$ cat src/rtl/core/tamlb_pkg.sv
// ---------------------------------------------------------------------------
// tamlb_pkg: shared types and constants of the two-axis positioner
// Payload structs, lane control/status structs, codes and the quadrature table.
// ---------------------------------------------------------------------------
package tamlb_pkg;

   localparam int CNT_BITS_DEF = 32;
   localparam int PWM_W        = 8;
   localparam int TGT_W        = 18;
   localparam int DIST_W       = 17;
   localparam int CPM_W        = 25;
   localparam int BACKOFF_W    = 15;
   localparam int CSR_W        = 25;
   localparam int CSR_IDX_W    = 2;
   localparam int REM_W        = 28;
   localparam int DEN_W        = 26;

   localparam logic [PWM_W-1:0]     SPEED_RST   = 8'd150;
   localparam logic [CPM_W-1:0]     CPM_RST     = 25'd21528302;
   localparam logic [BACKOFF_W-1:0] BACKOFF_RST = 15'd2560;

   localparam logic [CSR_IDX_W-1:0] CSR_SPEED   = 2'd0;
   localparam logic [CSR_IDX_W-1:0] CSR_CPM     = 2'd1;
   localparam logic [CSR_IDX_W-1:0] CSR_BACKOFF = 2'd2;

   localparam logic [1:0] DIR_OFF = 2'd0;
   localparam logic [1:0] DIR_FWD = 2'd1;
   localparam logic [1:0] DIR_REV = 2'd2;

   localparam logic [2:0] ST_IDLE     = 3'd0;
   localparam logic [2:0] ST_MOVING   = 3'd1;
   localparam logic [2:0] ST_DONE     = 3'd2;
   localparam logic [2:0] ST_ABORTED  = 3'd3;
   localparam logic [2:0] ST_REJECTED = 3'd4;

   localparam logic [2:0] EV_NONE   = 3'd0;
   localparam logic [2:0] EV_LEFT   = 3'd1;
   localparam logic [2:0] EV_RIGHT  = 3'd2;
   localparam logic [2:0] EV_BOTTOM = 3'd3;
   localparam logic [2:0] EV_TOP    = 3'd4;

   localparam logic [1:0] ENC_NONE = 2'd0;
   localparam logic [1:0] ENC_UP   = 2'd1;
   localparam logic [1:0] ENC_DOWN = 2'd2;

   typedef struct packed {
      logic        func;
      logic        enc_left_a;
      logic        enc_left_b;
      logic        enc_right_a;
      logic        enc_right_b;
      logic [3:0]  limit_pins;
      logic signed [15:0] move_dx;
      logic signed [15:0] move_dy;
   } req_type;

   typedef struct packed {
      logic [1:0]  left_dir;
      logic [7:0]  left_pwm;
      logic [1:0]  right_dir;
      logic [7:0]  right_pwm;
      logic signed [31:0] left_position;
      logic signed [31:0] right_position;
      logic [2:0]  move_status;
      logic [2:0]  limit_event;
   } rsp_type;

   typedef struct packed {
      logic sample;
      logic mul;
      logic dload;
      logic dstep;
      logic commit;
      logic fin;
   } lane_ctl_type;

   typedef struct packed {
      logic [TGT_W-1:0] target;
      logic             running;
      logic             done_nx;
      logic [1:0]       dir_nx;
      logic [PWM_W-1:0] pwm_nx;
   } lane_stat_type;

   // index = {prev, now}
   function automatic logic [1:0] enc_step(input logic [3:0] idx);
      logic [1:0] c;
      case (idx)
         4'd1, 4'd7, 4'd8, 4'd14: c = ENC_DOWN;
         4'd2, 4'd4, 4'd11, 4'd13: c = ENC_UP;
         default: c = ENC_NONE;
      endcase
      return c;
   endfunction

endpackage

$ cat src/rtl/core/two_axis_move_with_limit_backoff.sv
// ---------------------------------------------------------------------------
// two_axis_move_with_limit_backoff: CoreXY positioner with limit back-off
// Two motor lanes decode encoders and run moves; this level sequences them,
// handles limit switches and merges the lanes into one result transaction.
// ---------------------------------------------------------------------------
//  channel | direction | handshake             | payload
//  req     | in        | req_valid/req_stall   | req_payload (req_type)
//  rsp     | out       | rsp_valid/rsp_stall   | rsp_payload (rsp_type)
//  csr     | in        | csr_we                | csr_index, csr_wdata
//
// A transaction without a move start passes through accept and result.
// A move start runs product, divider load, 8 restoring divider steps for
// the duty, commit and result.
// Reset is synchronous; counts clear and both motors are off.
// A stalled result holds in the output register; the next transaction is
// accepted meanwhile and waits in the result state until the register frees.
// ---------------------------------------------------------------------------
module two_axis_move_with_limit_backoff #(
   parameter int COUNT_BITS = tamlb_pkg::CNT_BITS_DEF
) (
   input  logic                            clock,
   input  logic                            reset,
   input  logic                            req_valid,
   output logic                            req_stall,
   input  tamlb_pkg::req_type              req_payload,
   output logic                            rsp_valid,
   input  logic                            rsp_stall,
   output tamlb_pkg::rsp_type              rsp_payload,
   input  logic                            csr_we,
   input  logic [tamlb_pkg::CSR_IDX_W-1:0] csr_index,
   input  logic [tamlb_pkg::CSR_W-1:0]     csr_wdata
);
   import tamlb_pkg::*;

   localparam logic [2:0] S_IDLE = 3'd0;
   localparam logic [2:0] S_MUL  = 3'd1;
   localparam logic [2:0] S_DLD  = 3'd2;
   localparam logic [2:0] S_DIV  = 3'd3;
   localparam logic [2:0] S_CMT  = 3'd4;
   localparam logic [2:0] S_FIN  = 3'd5;

   logic [2:0]           state_ff, state_in;
   logic [2:0]           cnt_ff, cnt_in;
   logic [PWM_W-1:0]     speed_ff;
   logic [CPM_W-1:0]     cpm_ff;
   logic [BACKOFF_W-1:0] backoff_ff;
   logic [3:0]           limit_prev_ff;
   logic [2:0]           event_ff, event_in;
   logic [2:0]           status_ff, status_in;
   logic                 active_ff, active_in;
   logic                 begin_ff, begin_in;
   logic [DIST_W-1:0]    dist_l_ff, dist_l_in, dist_r_ff, dist_r_in;
   logic                 rsp_valid_ff;
   rsp_type              rsp_ff, rsp_in;

   logic                 accept, fin_fire, was_running, running_nx;
   logic [3:0]           pressed;
   logic [DIST_W-1:0]    bp, bn, dxe, dye;
   logic [TGT_W-1:0]     larger;
   lane_ctl_type         lctl;
   lane_stat_type        lstat, rstat;
   logic [31:0]          lpos, rpos;

   assign req_stall = (state_ff != S_IDLE);
   assign accept    = req_valid && !req_stall;
   assign fin_fire  = (state_ff == S_FIN) && (!rsp_valid_ff || !rsp_stall);

   always_ff @(posedge clock) begin
      if (reset) begin
         speed_ff   <= SPEED_RST;
         cpm_ff     <= CPM_RST;
         backoff_ff <= BACKOFF_RST;
      end else if (csr_we) begin
         case (csr_index)
            CSR_SPEED:   speed_ff   <= csr_wdata[PWM_W-1:0];
            CSR_CPM:     cpm_ff     <= csr_wdata[CPM_W-1:0];
            CSR_BACKOFF: backoff_ff <= csr_wdata[BACKOFF_W-1:0];
            default: ;
         endcase
      end
   end

   assign was_running = lstat.running || rstat.running;
   assign pressed     = limit_prev_ff & ~req_payload.limit_pins;
   assign bp          = DIST_W'(backoff_ff);
   assign bn          = ~bp + 1'b1;
   assign dxe         = DIST_W'(req_payload.move_dx);
   assign dye         = DIST_W'(req_payload.move_dy);

   always_comb begin
      event_in  = event_ff;
      status_in = status_ff;
      active_in = active_ff;
      begin_in  = begin_ff;
      dist_l_in = dist_l_ff;
      dist_r_in = dist_r_ff;
      if (accept) begin
         if (pressed[0]) begin
            event_in = EV_LEFT;
         end else if (pressed[1]) begin
            event_in = EV_RIGHT;
         end else if (pressed[2]) begin
            event_in = EV_BOTTOM;
         end else if (pressed[3]) begin
            event_in = EV_TOP;
         end else begin
            event_in = EV_NONE;
         end
         status_in = ST_IDLE;
         begin_in  = 1'b0;
         case (event_in)
            EV_LEFT:   begin dist_l_in = bp; dist_r_in = bp; end
            EV_RIGHT:  begin dist_l_in = bn; dist_r_in = bn; end
            EV_BOTTOM: begin dist_l_in = bp; dist_r_in = bn; end
            EV_TOP:    begin dist_l_in = bn; dist_r_in = bp; end
            default: begin
               dist_l_in = dxe + dye;
               dist_r_in = dxe - dye;
            end
         endcase
         if (event_in != EV_NONE) begin
            begin_in = 1'b1;
            if (was_running) begin
               status_in = ST_ABORTED;
            end
         end else if (req_payload.func) begin
            if (was_running) begin
               status_in = ST_REJECTED;
            end else begin
               begin_in = 1'b1;
            end
         end
         active_in = was_running || begin_in;
      end
   end

   always_comb begin
      state_in = state_ff;
      cnt_in   = cnt_ff;
      case (state_ff)
         S_IDLE: if (accept) begin
            state_in = begin_in ? S_MUL : S_FIN;
         end
         S_MUL: state_in = S_DLD;
         S_DLD: begin
            state_in = S_DIV;
            cnt_in   = '0;
         end
         S_DIV: begin
            cnt_in = cnt_ff + 1'b1;
            if (cnt_ff == 3'd7) begin
               state_in = S_CMT;
            end
         end
         S_CMT: state_in = S_FIN;
         S_FIN: if (fin_fire) begin
            state_in = S_IDLE;
         end
         default: state_in = S_IDLE;
      endcase
   end

   assign lctl.sample = accept;
   assign lctl.mul    = (state_ff == S_MUL);
   assign lctl.dload  = (state_ff == S_DLD);
   assign lctl.dstep  = (state_ff == S_DIV);
   assign lctl.commit = (state_ff == S_CMT);
   assign lctl.fin    = fin_fire;

   assign larger = (lstat.target > rstat.target) ? lstat.target : rstat.target;

   tamlb_lane #(.COUNT_BITS(COUNT_BITS)) u_left (
      .clock     (clock),
      .reset     (reset),
      .ctl       (lctl),
      .enc_a     (req_payload.enc_left_a),
      .enc_b     (req_payload.enc_left_b),
      .move_dist (dist_l_ff),
      .cpm       (cpm_ff),
      .speed     (speed_ff),
      .larger    (larger),
      .stat      (lstat),
      .position  (lpos)
   );

   tamlb_lane #(.COUNT_BITS(COUNT_BITS)) u_right (
      .clock     (clock),
      .reset     (reset),
      .ctl       (lctl),
      .enc_a     (req_payload.enc_right_a),
      .enc_b     (req_payload.enc_right_b),
      .move_dist (dist_r_ff),
      .cpm       (cpm_ff),
      .speed     (speed_ff),
      .larger    (larger),
      .stat      (rstat),
      .position  (rpos)
   );

   // merge the two lanes into the result
   assign running_nx = !lstat.done_nx || !rstat.done_nx;

   always_comb begin
      rsp_in.left_dir       = lstat.dir_nx;
      rsp_in.left_pwm       = lstat.pwm_nx;
      rsp_in.right_dir      = rstat.dir_nx;
      rsp_in.right_pwm      = rstat.pwm_nx;
      rsp_in.left_position  = lpos;
      rsp_in.right_position = rpos;
      rsp_in.limit_event    = event_ff;
      if (status_ff != ST_IDLE) begin
         rsp_in.move_status = status_ff;
      end else if (running_nx) begin
         rsp_in.move_status = ST_MOVING;
      end else if (active_ff) begin
         rsp_in.move_status = ST_DONE;
      end else begin
         rsp_in.move_status = ST_IDLE;
      end
   end

   always_ff @(posedge clock) begin
      if (reset) begin
         state_ff      <= S_IDLE;
         cnt_ff        <= '0;
         limit_prev_ff <= 4'hF;
         rsp_valid_ff  <= 1'b0;
      end else begin
         state_ff <= state_in;
         cnt_ff   <= cnt_in;
         if (accept) begin
            limit_prev_ff <= req_payload.limit_pins;
         end
         if (fin_fire) begin
            rsp_valid_ff <= 1'b1;
         end else if (!rsp_stall) begin
            rsp_valid_ff <= 1'b0;
         end
      end
      event_ff  <= event_in;
      status_ff <= status_in;
      active_ff <= active_in;
      begin_ff  <= begin_in;
      dist_l_ff <= dist_l_in;
      dist_r_ff <= dist_r_in;
      if (fin_fire) begin
         rsp_ff <= rsp_in;
      end
   end

   assign rsp_valid   = rsp_valid_ff;
   assign rsp_payload = rsp_ff;

`ifndef SYNTHESIS
   a_stall_busy: assert property (@(posedge clock) disable iff (reset)
      (state_ff != S_IDLE) |-> req_stall)
      else $error("input accepted while a transaction is in progress");
   a_div_seq: assert property (@(posedge clock) disable iff (reset)
      (state_ff == S_DIV) |=> (state_ff == S_DIV || state_ff == S_CMT))
      else $error("divider sequence broken");
   a_off_no_pwm: assert property (@(posedge clock) disable iff (reset)
      (rsp_valid && rsp_payload.left_dir == DIR_OFF) |-> (rsp_payload.left_pwm == '0))
      else $error("left duty nonzero while motor off");
   a_abort_event: assert property (@(posedge clock) disable iff (reset)
      (rsp_valid && rsp_payload.move_status == ST_ABORTED)
         |-> (rsp_payload.limit_event != EV_NONE))
      else $error("abort without a limit event");
   a_fin_load: assert property (@(posedge clock) disable iff (reset)
      $rose(rsp_valid) |-> ($past(state_ff) == S_FIN))
      else $error("result loaded outside the result state");
`endif

endmodule

$ cat src/rtl/core/tamlb_lane.sv
// ---------------------------------------------------------------------------
// tamlb_lane: one motor lane
// Quadrature count, target conversion, duty divider and completion check.
// ---------------------------------------------------------------------------
module tamlb_lane #(
   parameter int COUNT_BITS = tamlb_pkg::CNT_BITS_DEF
) (
   input  logic                                clock,
   input  logic                                reset,
   input  tamlb_pkg::lane_ctl_type             ctl,
   input  logic                                enc_a,
   input  logic                                enc_b,
   input  logic signed [tamlb_pkg::DIST_W-1:0] move_dist,
   input  logic [tamlb_pkg::CPM_W-1:0]         cpm,
   input  logic [tamlb_pkg::PWM_W-1:0]         speed,
   input  logic [tamlb_pkg::TGT_W-1:0]         larger,
   output tamlb_pkg::lane_stat_type            stat,
   output logic [31:0]                         position
);
   import tamlb_pkg::*;

   logic [1:0]            prev_ff, prev_in;
   logic [COUNT_BITS-1:0] count_ff, count_in;
   logic [COUNT_BITS-1:0] start_ff, start_in;
   logic [TGT_W-1:0]      target_ff, target_in;
   logic                  neg_ff, neg_in;
   logic                  done_ff, done_in;
   logic [1:0]            dir_ff, dir_in;
   logic [PWM_W-1:0]      pwm_ff, pwm_in;
   logic [REM_W-1:0]      rem_ff, rem_in;
   logic [DEN_W-1:0]      den_ff, den_in;
   logic [PWM_W-1:0]      quo_ff, quo_in;

   logic [1:0]            now_code;
   logic [1:0]            step;
   logic [DIST_W-1:0]     mag;
   logic [42:0]           prod;
   logic [COUNT_BITS-1:0] diff, dist_abs;
   logic                  reached;

   assign now_code = {enc_a, enc_b};
   assign step     = enc_step({prev_ff, now_code});
   assign mag      = move_dist[DIST_W-1] ? (~move_dist + 1'b1) : move_dist;
   assign prod     = 43'(mag) * 43'(cpm) + (43'd1 << 23);

   assign diff     = count_ff - start_ff;
   assign dist_abs = diff[COUNT_BITS-1] ? (~diff + 1'b1) : diff;
   assign reached  = dist_abs >= COUNT_BITS'(target_ff);

   always_comb begin
      prev_in   = prev_ff;
      count_in  = count_ff;
      start_in  = start_ff;
      target_in = target_ff;
      neg_in    = neg_ff;
      done_in   = done_ff;
      dir_in    = dir_ff;
      pwm_in    = pwm_ff;
      rem_in    = rem_ff;
      den_in    = den_ff;
      quo_in    = quo_ff;
      if (ctl.sample) begin
         prev_in = now_code;
         if (step == ENC_UP) begin
            count_in = count_ff + 1'b1;
         end else if (step == ENC_DOWN) begin
            count_in = count_ff - 1'b1;
         end
      end
      if (ctl.mul) begin
         target_in = prod[41:24];
         neg_in    = move_dist[DIST_W-1];
         start_in  = count_ff;
      end
      if (ctl.dload) begin
         rem_in = REM_W'({speed, 1'b0}) * REM_W'(target_ff) + REM_W'(larger);
         den_in = DEN_W'({larger, 8'd0});
         quo_in = '0;
      end
      if (ctl.dstep) begin
         if (rem_ff >= REM_W'(den_ff)) begin
            rem_in = rem_ff - REM_W'(den_ff);
            quo_in = {quo_ff[PWM_W-2:0], 1'b1};
         end else begin
            quo_in = {quo_ff[PWM_W-2:0], 1'b0};
         end
         den_in = den_ff >> 1;
      end
      if (ctl.commit) begin
         done_in = (target_ff == '0);
         dir_in  = done_in ? DIR_OFF : (neg_ff ? DIR_REV : DIR_FWD);
         pwm_in  = done_in ? '0 : quo_ff;
      end
      if (ctl.fin && !done_ff && reached) begin
         done_in = 1'b1;
         dir_in  = DIR_OFF;
         pwm_in  = '0;
      end
   end

   always_ff @(posedge clock) begin
      if (reset) begin
         prev_ff   <= '0;
         count_ff  <= '0;
         start_ff  <= '0;
         target_ff <= '0;
         done_ff   <= 1'b1;
         dir_ff    <= DIR_OFF;
         pwm_ff    <= '0;
      end else begin
         prev_ff   <= prev_in;
         count_ff  <= count_in;
         start_ff  <= start_in;
         target_ff <= target_in;
         done_ff   <= done_in;
         dir_ff    <= dir_in;
         pwm_ff    <= pwm_in;
      end
      neg_ff <= neg_in;
      rem_ff <= rem_in;
      den_ff <= den_in;
      quo_ff <= quo_in;
   end

   generate
      if (COUNT_BITS >= 32) begin : g_pos_trunc
         assign position = count_ff[31:0];
      end else begin : g_pos_sext
         assign position = {{(32-COUNT_BITS){count_ff[COUNT_BITS-1]}}, count_ff};
      end
   endgenerate

   // completion check uses the values that FIN writes back
   assign stat.target  = target_ff;
   assign stat.running = !done_ff;
   assign stat.done_nx = (!done_ff && reached) ? 1'b1 : done_ff;
   assign stat.dir_nx  = (!done_ff && reached) ? DIR_OFF : dir_ff;
   assign stat.pwm_nx  = (!done_ff && reached) ? '0 : pwm_ff;

endmodule
$ cat config.mk
export PLATFORM = sky130hd
export DESIGN_NAME = two_axis_move_with_limit_backoff
export DESIGN_NICKNAME = d
export VERILOG_FILES = /design/src/rtl/core/tamlb_pkg.sv /design/src/rtl/core/two_axis_move_with_limit_backoff.sv /design/src/rtl/core/tamlb_lane.sv
export SDC_FILE = /design/constraint.sdc
export NUM_CORES = 2
export LEC_CHECK = 0
export BUFFER_PORTS_ARGS = -buffer_cell sky130_fd_sc_hd__buf_2
export CORE_MARGIN = 2
export CORE_UTILIZATION = 40
export CTS_BUF_LIST = sky130_fd_sc_hd__clkbuf_4 sky130_fd_sc_hd__clkbuf_8
export DETAILED_ROUTE_END_ITERATION = 8
export HOLD_SLACK_MARGIN = 0.02
export PLACE_DENSITY = 0.65
export SLEW_MARGIN = 20
export SYNTH_ARGS = -nofsm -noshare
export SYNTH_HDL_FRONTEND = slang
export SYNTH_SLANG_ARGS = --single-unit
export TNS_END_PERCENT = 1
$ cat constraint.sdc
create_clock -name clock -period 24.8 [get_ports clock]
set_input_delay 1.24 -clock clock [delete_from_list [all_inputs] [get_ports clock]]
set_output_delay 1.24 -clock clock [all_outputs]
set_load 0.1 [all_outputs]
Yosys cells after proc, flatten, opt, wreduce, memory -nomap -nowiden
Memory sizes are Yosys's and may differ from the RTL's.
Index checks and enable logic that the tools add are counted.
{"block": "word_totals", "in_bits": 73, "memories": 2, "latch_bits": 0, "mem_bits_rw": 0, "wordCells": 201, "register_bits": 506, "out_inout_bits": 92, "mem_bits_ro": 64}
{"block": "classes", "eq_ne": 20, "multipliers": 4, "order_cmp": 5, "add_sub_neg": 20, "n_mux": 58, "div_mod_pow": 0, "n_bitwise": 7, "n_reduce_logical": 41, "shifts": 0}
{"name": "(name not given)", "depth": 16, "word_bits": 2, "read_ports": 1, "rd_clocked_by_memory_dff": 0, "wr": 0, "line": "tamlb_pkg.sv:88", "rtl": "case (idx)"}
{"name": "(name not given)", "depth": 16, "word_bits": 2, "read_ports": 1, "rd_clocked_by_memory_dff": 0, "wr": 0, "line": "tamlb_pkg.sv:88"}
{"op": "two-way mux 32 bit", "count": 6}
{"op": "two-way mux 28 bit", "count": 6}
{"op": "adder 32 x 1 -> 32 bit (second input constant)", "count": 4}
{"op": "adder 42 x 24 -> 42 bit (second input constant)", "count": 2}
{"op": "multiplier 17 x 25 -> 42 bit", "count": 2}
{"op": "two-way mux 25 bit", "count": 3}
{"op": "one-hot mux 17 bit (2 select lines)", "count": 2}
{"op": "greater-or-equal comparator 32 x 18 -> 1 bit", "count": 2}
{"op": "NOT 32 bit", "count": 2}
{"op": "subtractor 32 x 1 -> 32 bit (second input constant)", "count": 2}
{"op": "subtractor 32 bit", "count": 2}
{"op": "adder 27 x 18 -> 28 bit", "count": 2}
{"op": "greater-or-equal comparator 28 x 26 -> 1 bit", "count": 2}
{"op": "subtractor 28 x 26 -> 28 bit", "count": 2}
{"op": "multiplier 8 x 18 -> 26 bit", "count": 2}
{"op": "adder 17 x 1 -> 17 bit (second input constant)", "count": 3}
{"op": "two-way mux 8 bit", "count": 5}
{"op": "two-way mux 3 bit", "count": 13}
{"op": "zero test 18 bit", "count": 2}
{"op": "two-way mux 17 bit", "count": 2}
{"op": "NOT 17 bit", "count": 2}
{"op": "> comparator 18 bit", "count": 1}
{"op": "two-way mux 18 bit", "count": 1}
{"op": "one-hot mux 3 bit (6 select lines)", "count": 1}
{"op": "26 further kinds", "count": 84}

Longest topological paths before layout
{"block": "logic_depth", "word_depth": 14, "ltp_mapped": 36, "mapped_depth_nobuf": 34}

Cells and area by module
A second synthesis with hierarchy kept.
{"block": "hier_totals", "cells_unflattened": 8379, "area_unflattened_um2": 71629.9}
{"mod": "tamlb_lane (u_right)", "cells_per_inst": 3764, "area_per_inst_um2": 31286.3, "n_inst": 1}
{"mod": "tamlb_lane (u_left)", "cells_per_inst": 3717, "area_per_inst_um2": 31046.0, "n_inst": 1}
{"mod": "two_axis_move_with_limit_backoff", "cells_per_inst": 898, "area_per_inst_um2": 9297.7, "n_inst": 1}

Worst setup path before layout
No wires, ideal clock.
{"block": "synth_timing", "path_type": "register -> register", "from": "register dist_r_ff[3]", "to": "register u_right.target_ff[17]", "t_arrival_ns": 8.375, "n_path_buf": 1, "path_slack_ns": 16.339, "t_required_ns": 24.714, "period_less_slack_ns": 8.461, "stages_incl_launch_ff": 29, "path_cell_list": "edfxtp_1 or4_1 or3_1 or4_1 nor4b_1 clkbuf_1 and2_1 fa_1 fa_1 fa_1 fa_1 fa_1 inv_1 fa_1 inv_1 ha_1 a21o_1 a21o_1 a21oi_1 o21a_1 o21ai_0 o41ai_1 o22ai_1 o211ai_1 a21oi_1 a21o_1 a21oi_1 xnor2_1 a211oi_1"}
{"block": "synth_between", "elab_chain_len": 5}
{"item": "start, declared", "line": "two_axis_move_with_limit_backoff.sv:52", "rtl": "logic [DIST_W-1:0] dist_l_ff, dist_l_in, dist_r_ff, dist_r_in;"}
{"item": "start signal, assigned", "line": "two_axis_move_with_limit_backoff.sv:245", "rtl": "dist_r_ff <= dist_r_in;"}
{"item": "NOT 17 bit", "line": "tamlb_lane.sv:43", "rtl": "assign mag = move_dist[DIST_W-1] ? (~move_dist + 1'b1) : move_dist;"}
{"item": "adder 17 x 1 -> 17 bit", "line": "tamlb_lane.sv:43"}
{"item": "two-way mux 17 bit *", "line": "tamlb_lane.sv:43"}
{"item": "multiplier 17 x 25 -> 42 bit *", "line": "tamlb_lane.sv:44", "rtl": "assign prod = 43'(mag) * 43'(cpm) + (43'd1 << 23);"}
{"item": "adder 42 x 24 -> 42 bit *", "line": "tamlb_lane.sv:44"}
{"item": "end signal, assigned", "line": "tamlb_lane.sv:114", "rtl": "target_ff <= target_in;"}
{"item": "end, declared", "line": "tamlb_lane.sv:25", "rtl": "logic [TGT_W-1:0] target_ff, target_in;"}
Every way passes the cells marked *; elsewhere a longest branch is shown, timed or not.
A chain may end at the register's enable or synchronous reset.

Worst setup path after layout
{"block": "layout_timing", "from": "register dist_r_ff[0]", "to": "register u_right.target_ff[17]"}
The elaborated chain is that of the path after synthesis.

==> metrics <==
synthesized flop and latch total 480; via count about 57000; Reg clk slew, reported paths around 0.060 ns; ANT nets after route 0; Mapped Area a little under 70000 um2; Relative slew margins around 23%; Num CTS Buffers 87; Post-Layout Cell Count 10580; crit path kind reg -> reg; final setup violation count 0; placed cell areas approximately 73000 um2; iteration-0 DRC count of the detailed router approximately 3700; PortBufs 164; Gate Count Post-Synth between 8000 and 9000; first-pass GRT wire length about 300000 um; slowest CP cell edfxtp_1; end of the critical path u_right.target_ff[17]; Layout area overhead 7.429%; Setup TNS Final 0 ns; fraction of registers with async set/reset 0%; Net count, final around 9800; Post-synth EDFFs 173; Reg2Reg Depth 30; Bufs on Longest Clock Path 3; most used cell along the critical path fa_1; Crit path largest cell delay roughly 0.79 ns; slew at the pin closest to its max-slew limit 1.159 ns; WP data required around 25 ns; Core Rows around 150; drt pass-1 iters 7; final wirelength around 190000 um; Die Wd between 400 and 500 um; clock tree from TritonCTS built; Critical Path Start dist_r_ff[0]; register area share after synthesis approximately 16%; Worst setup EP type register; dpl hpwl approximately 140000 um; clock latency reported for the late side of the worst-skew pair about 0.8 ns; grt total ovfl 0; post_cts resized 0; Mean Syn Cell Area 8.414 um2; drt wl/cell between 15 and 20 um; initial antenna violation count 6; Post-CTS Setup Repair Bufs 0; CTS Sinks 480; number of I/O pins ~170; crit path DAT roughly 10 ns; hold_ws roughly 0.45 ns; post-route minimum period ~10 ns; Post-Layout Inst Area around 75000 um2; hold path depth 0; final max-slew violation count 0; worst reg-to-reg setup slack 15.09 ns; Yosys cell types 102; Crit Reg-Reg Startpoint dist_r_ff[0]; CP max FO 26; # hold bufs at CTS 0; commonest non-fill, non-tap cell in the layout nand2_1; Synth Warn # 0; RSZ-0062 raised after global routing false; DRC 0; max_cap viols 0; outcome complete, no violations; Final period util about 39%; via-per-instance ratio approximately 5.4; fillcell total 16970; Syn Nets 9876; fmax between 100 and 150 MHz; Die Area approximately 180000 um2; Initial Utilization approximately two fifths; layout cells sized above 1 between 6 and 7%; FF-to-FF End u_right.target_ff[17]; CTS root buffer clkbuf_8; largest net degree at the start of global routing approximately 100; DP Cell Count between 10000 and 15000; clk_skew ~0.072 ns; GP Congestion 0.9166; vias in the first global route 57460; Die Ht between 400 and 500 um; htree depth 3; commonest non-fill, non-tap cells in the layout nand2_1, inv_1, fa_1, ha_1, a21oi_1; Worst Hold Class reg -> reg; core region area between 150000 and 200000 um2; global-route usage over all layers a little over a fifth; Main synth FF type dfxtp_1; Final Hold Viols 0; Worst setup SP type register
flip-flops by register name (all words and copies together), names as in the netlist, 4 cells and up:
| register | flops |
|---|---|
| u_right.rem_ff | 28 |
| u_left.den_ff | 23 |
| u_left.start_ff | 32 |
| u_left.pwm_ff | 8 |
| u_left.position | 32 |
| dist_r_ff | 17 |
| dist_l_ff | 17 |
| rsp_payload | 90 |
| backoff_ff | 15 |
| limit_prev_ff | 4 |
| u_left.target_ff | 18 |
| u_left.rem_ff | 28 |
| u_right.target_ff | 18 |
| speed_ff | 8 |
| u_right.quo_ff | 8 |
| u_right.position | 32 |
| cpm_ff | 25 |
| u_right.pwm_ff | 8 |
| u_right.start_ff | 32 |
| u_left.quo_ff | 8 |
per-layer routing:
layer / global-route usage (%) / vias to the layer above / routed length (um)
met4: 8.450 / 6 / 7474
met5: 0 / - / 44
met3: 2.792 / 389 / 11360
met1: 27.34 / 28030 / 79310
li1: - / 26650 / -
met2: 35.99 / 1749 / 89430
final cells by class:
cell class                 instances  area (um2)  area share [%]
clock buffer                     124        1525           2.045
clock inverter                    38       359.1          0.4814
tap                             2310        2890           3.875
sequential                       480       11350           15.22
antenna                            1       2.502        0.003355
multi-input combinational       6070       52030           69.75
timing repair buffer             264        1588           2.129
inverter                        1292        4852           6.505
cell usage after synthesis, types with 173 or more instances:
cell type  count  share of area, %
nand2_1     1314               7.1
inv_1       1292               7.0
fa_1         888                26
ha_1         663                12
a21oi_1      459               3.3
and2_1       448               4.0
clkbuf_1     401               2.2
dfxtp_1      307               8.9
nor2_1       289               1.6
o21ai_0      278               2.0
xnor2_1      210               2.6
edfxtp_1     173               7.5
worst max-delay path, delay by kind of cell (launching register included):
kind	cells	cell delay (ns)
simple gates	3	1.11
flops	1	0.79
xor+xnor	2	0.37
compound gates	13	3.24
fa+ha+maj	7	3.32
buf+inv	5	0.78
metrics by stage:
step                worst slack, ns  utilization, %
global placement              15.38           42.23
global route                  14.55           43.34
CTS                           15.13           43.33
floorplan                     16.34               -
detailed placement            15.19           42.24
finish                        15.09           43.34
worst min-delay path by stage:
stage / start / endpoint / slack, ns
detailed placement: event_ff[1] / rsp_payload[1] / 0.42
CTS: event_ff[1] / rsp_payload[1] / 0.45
global placement: event_ff[1] / rsp_payload[1] / 0.42
global route: event_ff[1] / rsp_payload[1] / 0.45
floorplan: event_ff[0] / rsp_payload[0] / 0.40
finish: event_ff[2] / rsp_payload[2] / 0.45
cells by family after synthesis:
kind of cell    Yosys count  synth area share, %
mux                      39               0.5983
compound gates         1397                12.97
flops                   480                16.33
simple gates           2757                19.18
buf+inv                1702                9.240
fa+ha+maj              1551                37.55
xor+xnor                326                4.123
Power is not shown: default switching activity piles up to over one toggle a cycle in this logic, so the estimate is an artifact.
